$ cat src/hdl/tsb_pkg.sv
package tsb_pkg;

  // default bank size
  localparam int DEF_TIMER_SLOTS = 16;

  // most expiries reported by one service item
  localparam int MAX_RESULTS = 16;
  localparam int NW          = $clog2(MAX_RESULTS + 1);

  // field widths
  localparam int REQ_W   = 3;
  localparam int COUNT_W = 32;
  localparam int TAG_W   = 16;
  localparam int SLOT_W  = 4;
  localparam int KIND_W  = 2;

  // request codes
  localparam logic [REQ_W-1:0] REQ_CREATE_ONE = 3'd0;
  localparam logic [REQ_W-1:0] REQ_CREATE_PER = 3'd1;
  localparam logic [REQ_W-1:0] REQ_CANCEL     = 3'd2;
  localparam logic [REQ_W-1:0] REQ_TICK       = 3'd3;
  localparam logic [REQ_W-1:0] REQ_SERVICE    = 3'd4;

  // result kinds
  localparam logic [KIND_W-1:0] KIND_CREATED = 2'd0;
  localparam logic [KIND_W-1:0] KIND_FAILED  = 2'd1;
  localparam logic [KIND_W-1:0] KIND_EXPIRED = 2'd2;

  // per-slot data that only a create writes
  typedef struct packed {
    logic               periodic;
    logic [COUNT_W-1:0] reload;
    logic [TAG_W-1:0]   tag;
  } slot_info_t;

  // write strobes from the sequencer to the slot store
  typedef struct packed {
    logic cnt_we;
    logic info_we;
  } mem_ctl_t;

endpackage

$ cat src/hdl/tsb_slot_mem.sv
module tsb_slot_mem #(
  parameter int TIMER_SLOTS = tsb_pkg::DEF_TIMER_SLOTS
) (
  input  logic                                   clk,
  input  tsb_pkg::mem_ctl_t                      ctl,
  input  logic [((TIMER_SLOTS > 1) ? $clog2(TIMER_SLOTS) : 1)-1:0] wr_addr,
  input  logic [((TIMER_SLOTS > 1) ? $clog2(TIMER_SLOTS) : 1)-1:0] rd_addr,
  input  logic [tsb_pkg::COUNT_W-1:0]            cnt_wdata,
  input  tsb_pkg::slot_info_t                    info_wdata,
  output logic [tsb_pkg::COUNT_W-1:0]            cnt_rdata,
  output tsb_pkg::slot_info_t                    info_rdata
);
  import tsb_pkg::*;

  // count store and create-time info store, one write and one read port each
  logic [COUNT_W-1:0] cnt_mem  [TIMER_SLOTS];
  slot_info_t         info_mem [TIMER_SLOTS];

  // count store
  always_ff @(posedge clk) begin
    if (ctl.cnt_we) begin
      cnt_mem[wr_addr] <= cnt_wdata;
    end
    cnt_rdata <= cnt_mem[rd_addr];
  end

  // info store
  always_ff @(posedge clk) begin
    if (ctl.info_we) begin
      info_mem[wr_addr] <= info_wdata;
    end
    info_rdata <= info_mem[rd_addr];
  end

endmodule

$ cat src/hdl/timer_slot_bank.sv
// timer slot bank: one slot visited per cycle by a shared count unit
// create: walks up from slot 0 and takes the lowest free slot, failing if none is free;
//   tick walks every slot, service every slot or until MAX_RESULTS expiries are found,
//   with busy high throughout; each walk is paced by the single read port of the count store
// service results come out one per found expiry, the last one at the end of the walk
// results are strobed for one cycle and cannot be stalled; reset frees every slot
module timer_slot_bank #(
  parameter int TIMER_SLOTS = tsb_pkg::DEF_TIMER_SLOTS
) (
  input  logic                         clk,
  input  logic                         rst,
  input  logic                         start,
  output logic                         busy,
  input  logic [tsb_pkg::REQ_W-1:0]    req_type,
  input  logic [tsb_pkg::COUNT_W-1:0]  timeout,
  input  logic [tsb_pkg::TAG_W-1:0]    handler_tag,
  input  logic [tsb_pkg::SLOT_W-1:0]   slot,
  output logic                         strobe,
  output logic [tsb_pkg::KIND_W-1:0]   kind,
  output logic [tsb_pkg::SLOT_W-1:0]   slot_out,
  output logic [tsb_pkg::TAG_W-1:0]    tag_out,
  output logic                         last
);
  import tsb_pkg::*;

  localparam int SW = (TIMER_SLOTS > 1) ? $clog2(TIMER_SLOTS) : 1;
  localparam int CW = $clog2(TIMER_SLOTS + 1);

  typedef enum logic [1:0] {S_IDLE, S_CREATE, S_TICK, S_SERVICE} state_t;

  state_t             state;
  logic               item_per;
  logic [COUNT_W-1:0] item_timeout;
  logic [TAG_W-1:0]   item_tag;
  logic [CW-1:0]      rd_idx;
  logic               p_valid;
  logic [SW-1:0]      p_idx;
  logic [NW-1:0]      n_found;
  logic               pend_valid;
  logic [SW-1:0]      pend_slot;
  logic [TAG_W-1:0]   pend_tag;
  logic [TIMER_SLOTS-1:0] used;

  mem_ctl_t           mem_ctl;
  logic [SW-1:0]      rd_addr;
  logic [SW-1:0]      wr_addr;
  logic [SW-1:0]      cancel_idx;
  logic [COUNT_W-1:0] cnt_wdata;
  logic [COUNT_W-1:0] cnt_rdata;
  logic [COUNT_W-1:0] cnt_dec;
  slot_info_t         info_wdata;
  slot_info_t         info_rdata;
  logic               rd_end;
  logic               cnt_zero;
  logic               at_limit;
  logic               p_live;
  logic               cr_hit;
  logic               found;
  logic               srv_done;

  assign busy = (state != S_IDLE);

  // walk position and shared count unit
  assign rd_addr    = rd_idx[SW-1:0];
  assign rd_end     = (rd_idx == CW'(TIMER_SLOTS));
  assign cnt_zero   = (cnt_rdata == '0);
  assign cnt_dec    = cnt_rdata - COUNT_W'(1);
  assign at_limit   = (n_found == NW'(MAX_RESULTS));
  assign cancel_idx = SW'(slot);

  // slot conditions for the current step
  assign p_live   = p_valid && used[p_idx];
  assign cr_hit   = (state == S_CREATE) && !rd_end && !used[rd_addr];
  assign found    = (state == S_SERVICE) && p_live && cnt_zero && !at_limit;
  assign srv_done = at_limit || (rd_end && !p_valid);

  // store writes
  always_comb begin
    mem_ctl.info_we = cr_hit;
    mem_ctl.cnt_we  = cr_hit
                   || ((state == S_TICK) && p_live && !cnt_zero)
                   || (found && info_rdata.periodic);
    wr_addr = (state == S_CREATE) ? rd_addr : p_idx;
    unique case (state)
      S_CREATE: cnt_wdata = item_timeout;
      S_TICK:   cnt_wdata = cnt_dec;
      default:  cnt_wdata = info_rdata.reload;
    endcase
    info_wdata.periodic = item_per;
    info_wdata.reload   = item_per ? item_timeout : '0;
    info_wdata.tag      = item_tag;
  end

  tsb_slot_mem #(
    .TIMER_SLOTS (TIMER_SLOTS)
  ) u_mem (
    .clk        (clk),
    .ctl        (mem_ctl),
    .wr_addr    (wr_addr),
    .rd_addr    (rd_addr),
    .cnt_wdata  (cnt_wdata),
    .info_wdata (info_wdata),
    .cnt_rdata  (cnt_rdata),
    .info_rdata (info_rdata)
  );

  // sequencer, used bits and result register
  always_ff @(posedge clk) begin
    if (rst) begin
      state      <= S_IDLE;
      used       <= '0;
      p_valid    <= 1'b0;
      pend_valid <= 1'b0;
      strobe     <= 1'b0;
    end else begin
      strobe <= 1'b0;
      unique case (state)
        S_IDLE: begin
          if (start) begin
            item_per     <= (req_type == REQ_CREATE_PER);
            item_timeout <= timeout;
            item_tag     <= handler_tag;
            rd_idx       <= '0;
            p_valid      <= 1'b0;
            n_found      <= '0;
            pend_valid   <= 1'b0;
            unique case (req_type)
              REQ_CREATE_ONE, REQ_CREATE_PER: state <= S_CREATE;
              REQ_CANCEL: begin
                if (((SW + SLOT_W)'(slot) < (SW + SLOT_W)'(TIMER_SLOTS))) begin
                  used[cancel_idx] <= 1'b0;
                end
              end
              REQ_TICK:    state <= S_TICK;
              REQ_SERVICE: state <= S_SERVICE;
              default: ;
            endcase
          end
        end

        S_CREATE: begin
          if (rd_end) begin
            strobe   <= 1'b1;
            kind     <= KIND_FAILED;
            slot_out <= '0;
            tag_out  <= '0;
            last     <= 1'b1;
            state    <= S_IDLE;
          end else if (cr_hit) begin
            used[rd_addr] <= 1'b1;
            strobe   <= 1'b1;
            kind     <= KIND_CREATED;
            slot_out <= SLOT_W'(rd_addr);
            tag_out  <= '0;
            last     <= 1'b1;
            state    <= S_IDLE;
          end else begin
            rd_idx <= rd_idx + CW'(1);
          end
        end

        S_TICK: begin
          if (!rd_end) begin
            p_valid <= 1'b1;
            p_idx   <= rd_addr;
            rd_idx  <= rd_idx + CW'(1);
          end else begin
            p_valid <= 1'b0;
            if (!p_valid) begin
              state <= S_IDLE;
            end
          end
        end

        S_SERVICE: begin
          if (srv_done) begin
            // flush the held expiry as the final result
            p_valid <= 1'b0;
            if (pend_valid) begin
              strobe   <= 1'b1;
              kind     <= KIND_EXPIRED;
              slot_out <= SLOT_W'(pend_slot);
              tag_out  <= pend_tag;
              last     <= 1'b1;
            end
            pend_valid <= 1'b0;
            state      <= S_IDLE;
          end else begin
            if (!rd_end) begin
              p_valid <= 1'b1;
              p_idx   <= rd_addr;
              rd_idx  <= rd_idx + CW'(1);
            end else begin
              p_valid <= 1'b0;
            end
            // hold each expiry until the next one shows it was not the last
            if (found) begin
              n_found <= n_found + NW'(1);
              if (!info_rdata.periodic) begin
                used[p_idx] <= 1'b0;
              end
              if (pend_valid) begin
                strobe   <= 1'b1;
                kind     <= KIND_EXPIRED;
                slot_out <= SLOT_W'(pend_slot);
                tag_out  <= pend_tag;
                last     <= 1'b0;
              end
              pend_valid <= 1'b1;
              pend_slot  <= p_idx;
              pend_tag   <= info_rdata.tag;
            end
          end
        end

        default: state <= S_IDLE;
      endcase
    end
  end

endmodule

$ cat config.mk
export PLATFORM = sky130hd
export DESIGN_NAME = timer_slot_bank
export DESIGN_NICKNAME = d
export VERILOG_FILES = /design/src/hdl/tsb_pkg.sv /design/src/hdl/tsb_slot_mem.sv /design/src/hdl/timer_slot_bank.sv
export SDC_FILE = /design/constraint.sdc
export NUM_CORES = 2
export LEC_CHECK = 0
export CORE_MARGIN = 2
export CORE_UTILIZATION = 32
export CTS_CLUSTER_SIZE = 28
export DETAILED_ROUTE_END_ITERATION = 8
export DONT_BUFFER_PORTS = 1
export GPL_ROUTABILITY_DRIVEN = 0
export MAX_ROUTING_LAYER = met4
export SETUP_SLACK_MARGIN = 0.3
export SYNTH_ARGS = -nofsm -noshare
export SYNTH_HDL_FRONTEND = slang
export SYNTH_HIERARCHICAL = 1
export SYNTH_SLANG_ARGS = --single-unit
$ cat constraint.sdc
create_clock -name clk -period 5.29 [get_ports clk]
set_input_delay 0.529 -clock clk [delete_from_list [all_inputs] [get_ports clk]]
set_output_delay 0.529 -clock clk [all_outputs]
set_load 0.01 [all_outputs]
After elaboration in Yosys (flattened, before gate mapping)

Memory sizes are Yosys's and may differ from the RTL's. A register that Yosys moved wholly into a read port is not among the register bits.
Index checks and enable logic that the tools add are counted.

Memories kept: 2
Input port bits: 58
Word-level logic and storage cells: 183
RAM bits: 1,296
Register bits after elaboration: 127

Memory list:

| memory         | depth | width | rd ports | clocked after memory_dff | wr ports | RTL line           | source |
|---|---|---|---|---|---|---|---|
| u_mem.info_mem | 16    | 49    | 1        | 1                        | 1        | tsb_slot_mem.sv:17 | `slot_info_t info_mem [TIMER_SLOTS];` |
| u_mem.cnt_mem  | 16    | 32    | 1        | 1                        | 1        | tsb_slot_mem.sv:16 | `logic [COUNT_W-1:0] cnt_mem [TIMER_SLOTS];` |

Muxes and demuxes: 81
Equality and inequality tests: 25
Reduce and logical (&&, ||, !) cells: 42
Bitwise logic cells: 7
Add/subtract/negate cells: 3
Magnitude comparators: 6

Operators by type and width:

| operator              | number |
|---|---|
| $mux 16               | 12 |
| $pmux 32 s2           | 1 |
| $pmux 16 s3           | 1 |
| $mux 5                | 7 |
| $and 16x16->16        | 2 |
| $logic_not 32->1      | 1 |
| $mux 32               | 1 |
| $mux 4                | 8 |
| $not 16->16           | 2 |
| $pmux 16 s2           | 1 |
| $sub 32x1->32 const B | 1 |
| $mux 1                | 24 |
| $mux 2                | 10 |
| $ne 2x2->1 const B    | 10 |
| $pmux 5 s4            | 1 |
| $or 16x16->16         | 1 |
| $pmux 4 s2            | 2 |
| $lt 4x5->1 const B    | 3 |
| $logic_and 1x1->1     | 13 |
| $demux 1 s4           | 3 |
| $ge 4x1->1 const B    | 3 |
| $ne 3x3->1 const B    | 4 |
| $reduce_and 6->1      | 2 |
| $add 5x1->5 const B   | 2 |
| 28 further kinds      | 49 |

Longest topological paths before layout

Depth in word-level cells: 10
Depth in mapped cells: 12

Hierarchy

Netlist, hierarchy kept.

Modules (own cells, without submodules):

| module          | cells each | instances | area an instance (um^2) |
|---|---|---|---|
| tsb_slot_mem    | 2,102      | 1         | 50,148.1 |
| timer_slot_bank | 663        | 1         | 6,936.7 |

Worst setup path before layout

Ideal clock, no wire load.

Path kind: register -> register
From: register state[0]
To: register item_per, enable pin
Setup slack: 0.118 ns
Clock period less this slack: 5.172 ns
Buffers on the path: 1
Setup time: 0.526 ns
Arrival time: 4.645 ns
Cell stages (with the launch flop): 6
Path through: dfxtp_1 -> inv_1 -> ha_1 -> clkbuf_1 -> inv_1 -> nor3b_1

Longest elaborated chain between the ends: 2

RTL lines:

| what                       | RTL line               | source |
|---|---|---|
| start, declared            | timer_slot_bank.sv:31  | `state_t state;` |
| start signal, assigned     | timer_slot_bank.sv:110 | `state <= S_IDLE;` |
| start signal, assigned     | timer_slot_bank.sv:128 | `REQ_CREATE_ONE, REQ_CREATE_PER: state <= S_CREATE;` |
| start signal, assigned     | timer_slot_bank.sv:134 | `REQ_TICK: state <= S_TICK;` |
| $logic_not 2->1            | timer_slot_bank.sv:117 | `unique case (state)` |
| $reduce_and 3->1 (no line) | n/a                    |  |
| end signal, assigned       | timer_slot_bank.sv:120 | `item_per <= (req_type == REQ_CREATE_PER);` |
| end, declared              | timer_slot_bank.sv:32  | `logic item_per;` |

No other way between the ends.
A chain may end at the register's enable or synchronous reset.

==> results.cfg <==
[worst_setup_path]
r2r_end = u_mem/cnt_mem[10][23]
worstPathArrival_ns = 4.87
rrSetupSlack_ns = 0.84
startpoint_type = register
reg2regPathDepth = 12
reg2reg_from = u_mem/cnt_rdata[0]
criticalPathCategory = reg -> reg
endpoint_kind = register
crit_fanout = 19
cp.required_ns = 5.71

[pwr]
p_int_mw = 22.80
comb_power_share_pct = 17.7
peakVddDrop_mv = 0.3073
switchingPower_mw = 8.747
p_total_mw = 31.55
p_sw_share_pct = 27.73
clock_power_share_pct = 33.7
p_leak_nw = 20.60
power_density_nw_per_um2 = 476.7
p_seq_share_pct = 48.6

[floorplanning]
rows = 155
fp.dieH_um = 426.4
ios = 83
core-area_sq_um = 177800
dieArea_sq_um = 181800
dieWidth_um = 426.4
start_util_pct = 32.10

[final_layout]
drive_above_1_share_pct = 23.25
final_nets = 2996
stdcell_count = 5417
areaGrowthSynthToFinish_pct = 15.93
n_fill_cell = 16000

[place]
hpwl_mm = 78.27
dp_cells = 5071
io_buffer_count = 0

[sta]
skew_ns = 0.05003
hold_viol = 0
min_period_ns = 4.454
setup_viol = 0
relSlewSlack_pct = 12.78
tns_ns = 0
rsz0062_at_grt = false
final.period_utilization_pct = 84.19
max_freq_ghz = 0.2245
worst_hold_slack_ns = 0.07225
tightest_slew_ns = 1.308
maxSlewViolCount = 0

[clock_network]
cts_tree = yes
clockRootBuffer = clkbuf_16
clk_pin_slew_ns = 0.06
clock_path_buffers = 3
cts_setup_buffers = 0
numCtsBuffers = 153
htreeDepth = 4
cts.sinks = 1504
insertion_delay_ns = 0.79

[logic_synthesis]
synth_top_area_share_pct = 73.75
syn-num-nets = 2834
syn_inst = 2765
synth_cell_type_count = 51
yosys.area.top_type = edfxtp_1
synth_enable_flop_cells = 1402
synth.yosys.seq_area_share_pct = 77.33
async_flop_share_pct = 0
yosysMostFrequentCell = edfxtp_1
synth_area_leaders = edfxtp_1 74%, mux4_2 13%, dfxtp_1 3.6%, a22oi_1 2.6%, nand2_1 0.74%
ys_warn_count = 6
synth_ff_type = edfxtp_1
syn_area_sq_um = 57080
synth_common_cells = 1,402 x edfxtp_1, 328 x mux4_2, 198 x a22oi_1, 113 x nand2_1, 113 x nor2_1
synth_seq_cells = 1504
syn_avg_cell_area_sq_um = 20.65

[worst_hold_path]
hp-class = in -> reg
min_path_cells = 3
min_from = start
hold_end = p_valid

[drt]
num_vias = 27710
antenna_left = 0
firstDrtPassIters = 5
drt_iter0_markers = 2574
wl_per_cell_um = 25.49
drt-total-wl_mm = 138.1
viasPerCell = 5.115
drc = 0

[grt]
grt_pass1_vias = 28460
grt_pass1_wl_mm = 201.9
grt_overflow = 0
grt_max_degree = 127
grt_usage_pct = 15.68
antenna_found_initial = 3

[job]
drv_cap = 0

[status]
status = completed
-- through the flow --
step / worst slack (ns) / instance area (sq um) / utilization (%)
finish: 0.8361 / 66180 / 37.21
global route: 0.5152 / 66170 / 37.21
CTS: 0.8342 / 66150 / 37.20
detailed placement: 0.8871 / 60610 / 34.08
global placement: 0.8819 / 60600 / 34.08
floorplan: 0.5225 / 57090 / -
-- power groups by stage --
stage / Sequential, mW / Clock, mW / Combinational, mW
after CTS: 15.3 / 10.9 / 5.65
after floorplan: 15.3 / 0 / 3.53
final: 15.3 / 10.6 / 5.58
after detailed placement: 15.6 / 0 / 5.59
after global routing: 15.4 / 11.3 / 6.05
after global placement: 15.6 / 0 / 5.56
-- how the worst max path moves through the flow --
stage                   startpoint                     to  slack [ns]
6_report        u_mem/cnt_rdata[0]  u_mem/cnt_mem[10][23]        0.84
5_1_grt         u_mem/cnt_rdata[0]  u_mem/cnt_mem[10][23]        0.52
4_1_cts         u_mem/cnt_rdata[0]  u_mem/cnt_mem[10][23]        0.83
3_5_place_dp    u_mem/cnt_rdata[0]   u_mem/cnt_mem[10][6]        0.89
3_3_place_gp   u_mem/cnt_rdata[12]   u_mem/cnt_mem[10][9]        0.88
2_1_floorplan            rd_idx[0]   u_mem/info_mem[0][0]        0.52
-- repair_timing --
item,4_1_cts,5_1_grt
hold buffers,56,0
endpoints found under the hold margin,76,0
resized for setup,0,0
-- state kept, by name, indices dropped and copies added, names as in the netlist, 4 cells and up --
| name | flops |
|---|---|
| pend_slot | 4 |
| pend_tag | 16 |
| slot_out | 4 |
| u_mem/cnt_mem | 512 |
| u_mem/info_mem | 784 |
| u_mem/info_rdata | 49 |
| n_found | 5 |
| used | 16 |
| p_idx | 4 |
| rd_idx | 5 |
| tag_out | 16 |
| item_tag | 16 |
| u_mem/cnt_rdata | 32 |
| item_timeout | 32 |
-- critical path, cell delays in order (launching register included) --
cell      delay [ns]
dfxtp_1         0.33
inv_1           0.08
ha_1            0.23
nor4b_1         0.25
and4_1          0.35
nand3_1         0.25
nor3b_1         0.32
nand3_1         0.11
o21a_1          0.12
o21ai_0         0.50
nand3b_1        0.45
nor2_4          0.60
buf_4           0.48
-- cells by family (layout without fill, tap and decap cells) --
kind of cell             after synthesis  count (layout)  share of synthesized area [%]
XOR/XNOR                              34              34                         0.5216
AND/OR/NAND/NOR                      389             389                          3.279
multiplexers                         361             361                          13.53
flip-flops                          1504            1504                          77.33
other                                  0               4                              0
AO/OA/AOI/OAI                        303             303                          3.737
adder cells (fa/ha/maj)               11              11                         0.2411
buffers and inverters                163             456                          1.361
-- layout make-up --
class                   count  area, sq um  area share, %
multi-input cells        1098        12480          18.86
inverters                  14        52.55        0.07941
diodes                      4        10.01        0.01513
clock inverters            77        773.2          1.168
clock buffers             209         4202          6.349
flip-flops and latches   1504        44140          66.70
well taps                2355         2947          4.453
repair buffers            156         1572          2.375
-- cell usage in the layout (no fill, tap or decap), types with 8 or more instances in the layout --
cell / synthesis / final
a21oi_1: 48 / 43
dlygate4sd3_1: 0 / 55
clkinv_2: 0 / 18
nor2b_1: 21 / 19
ha_1: 11 / 8
xor2_1: 18 / 18
clkbuf_1: 81 / 42
nand3_1: 20 / 20
o21ai_0: 20 / 19
clkbuf_8: 0 / 12
nand2_1: 113 / 113
edfxtp_1: 1402 / 1402
and2_1: 39 / 38
and3_1: 9 / 9
mux2i_1: 27 / 27
inv_1: 13 / 13
nor2_4: 0 / 33
bufinv_16: 0 / 9
clkinv_1: 1 / 22
clkinvlp_4: 0 / 8
buf_12: 0 / 21
clkbuf_16: 0 / 155
nand3b_1: 9 / 9
xnor2_1: 16 / 16
mux4_2: 328 / 328
nor3_1: 22 / 22
nor2_1: 113 / 79
a22oi_1: 198 / 198
a31oi_1: 11 / 11
buf_4: 11 / 80
dfxtp_1: 102 / 102
nor4_1: 9 / 8
-- metal layers --
metal,global-route usage [%],share of wire [%],up-vias
li1,-,-,11790
met1,20.15,42,14810
met2,25.79,50,906
met3,2.692,5.9,197
met4,4.087,2.5,0
met5,-,0,-
(Power assumes the default switching activity.)
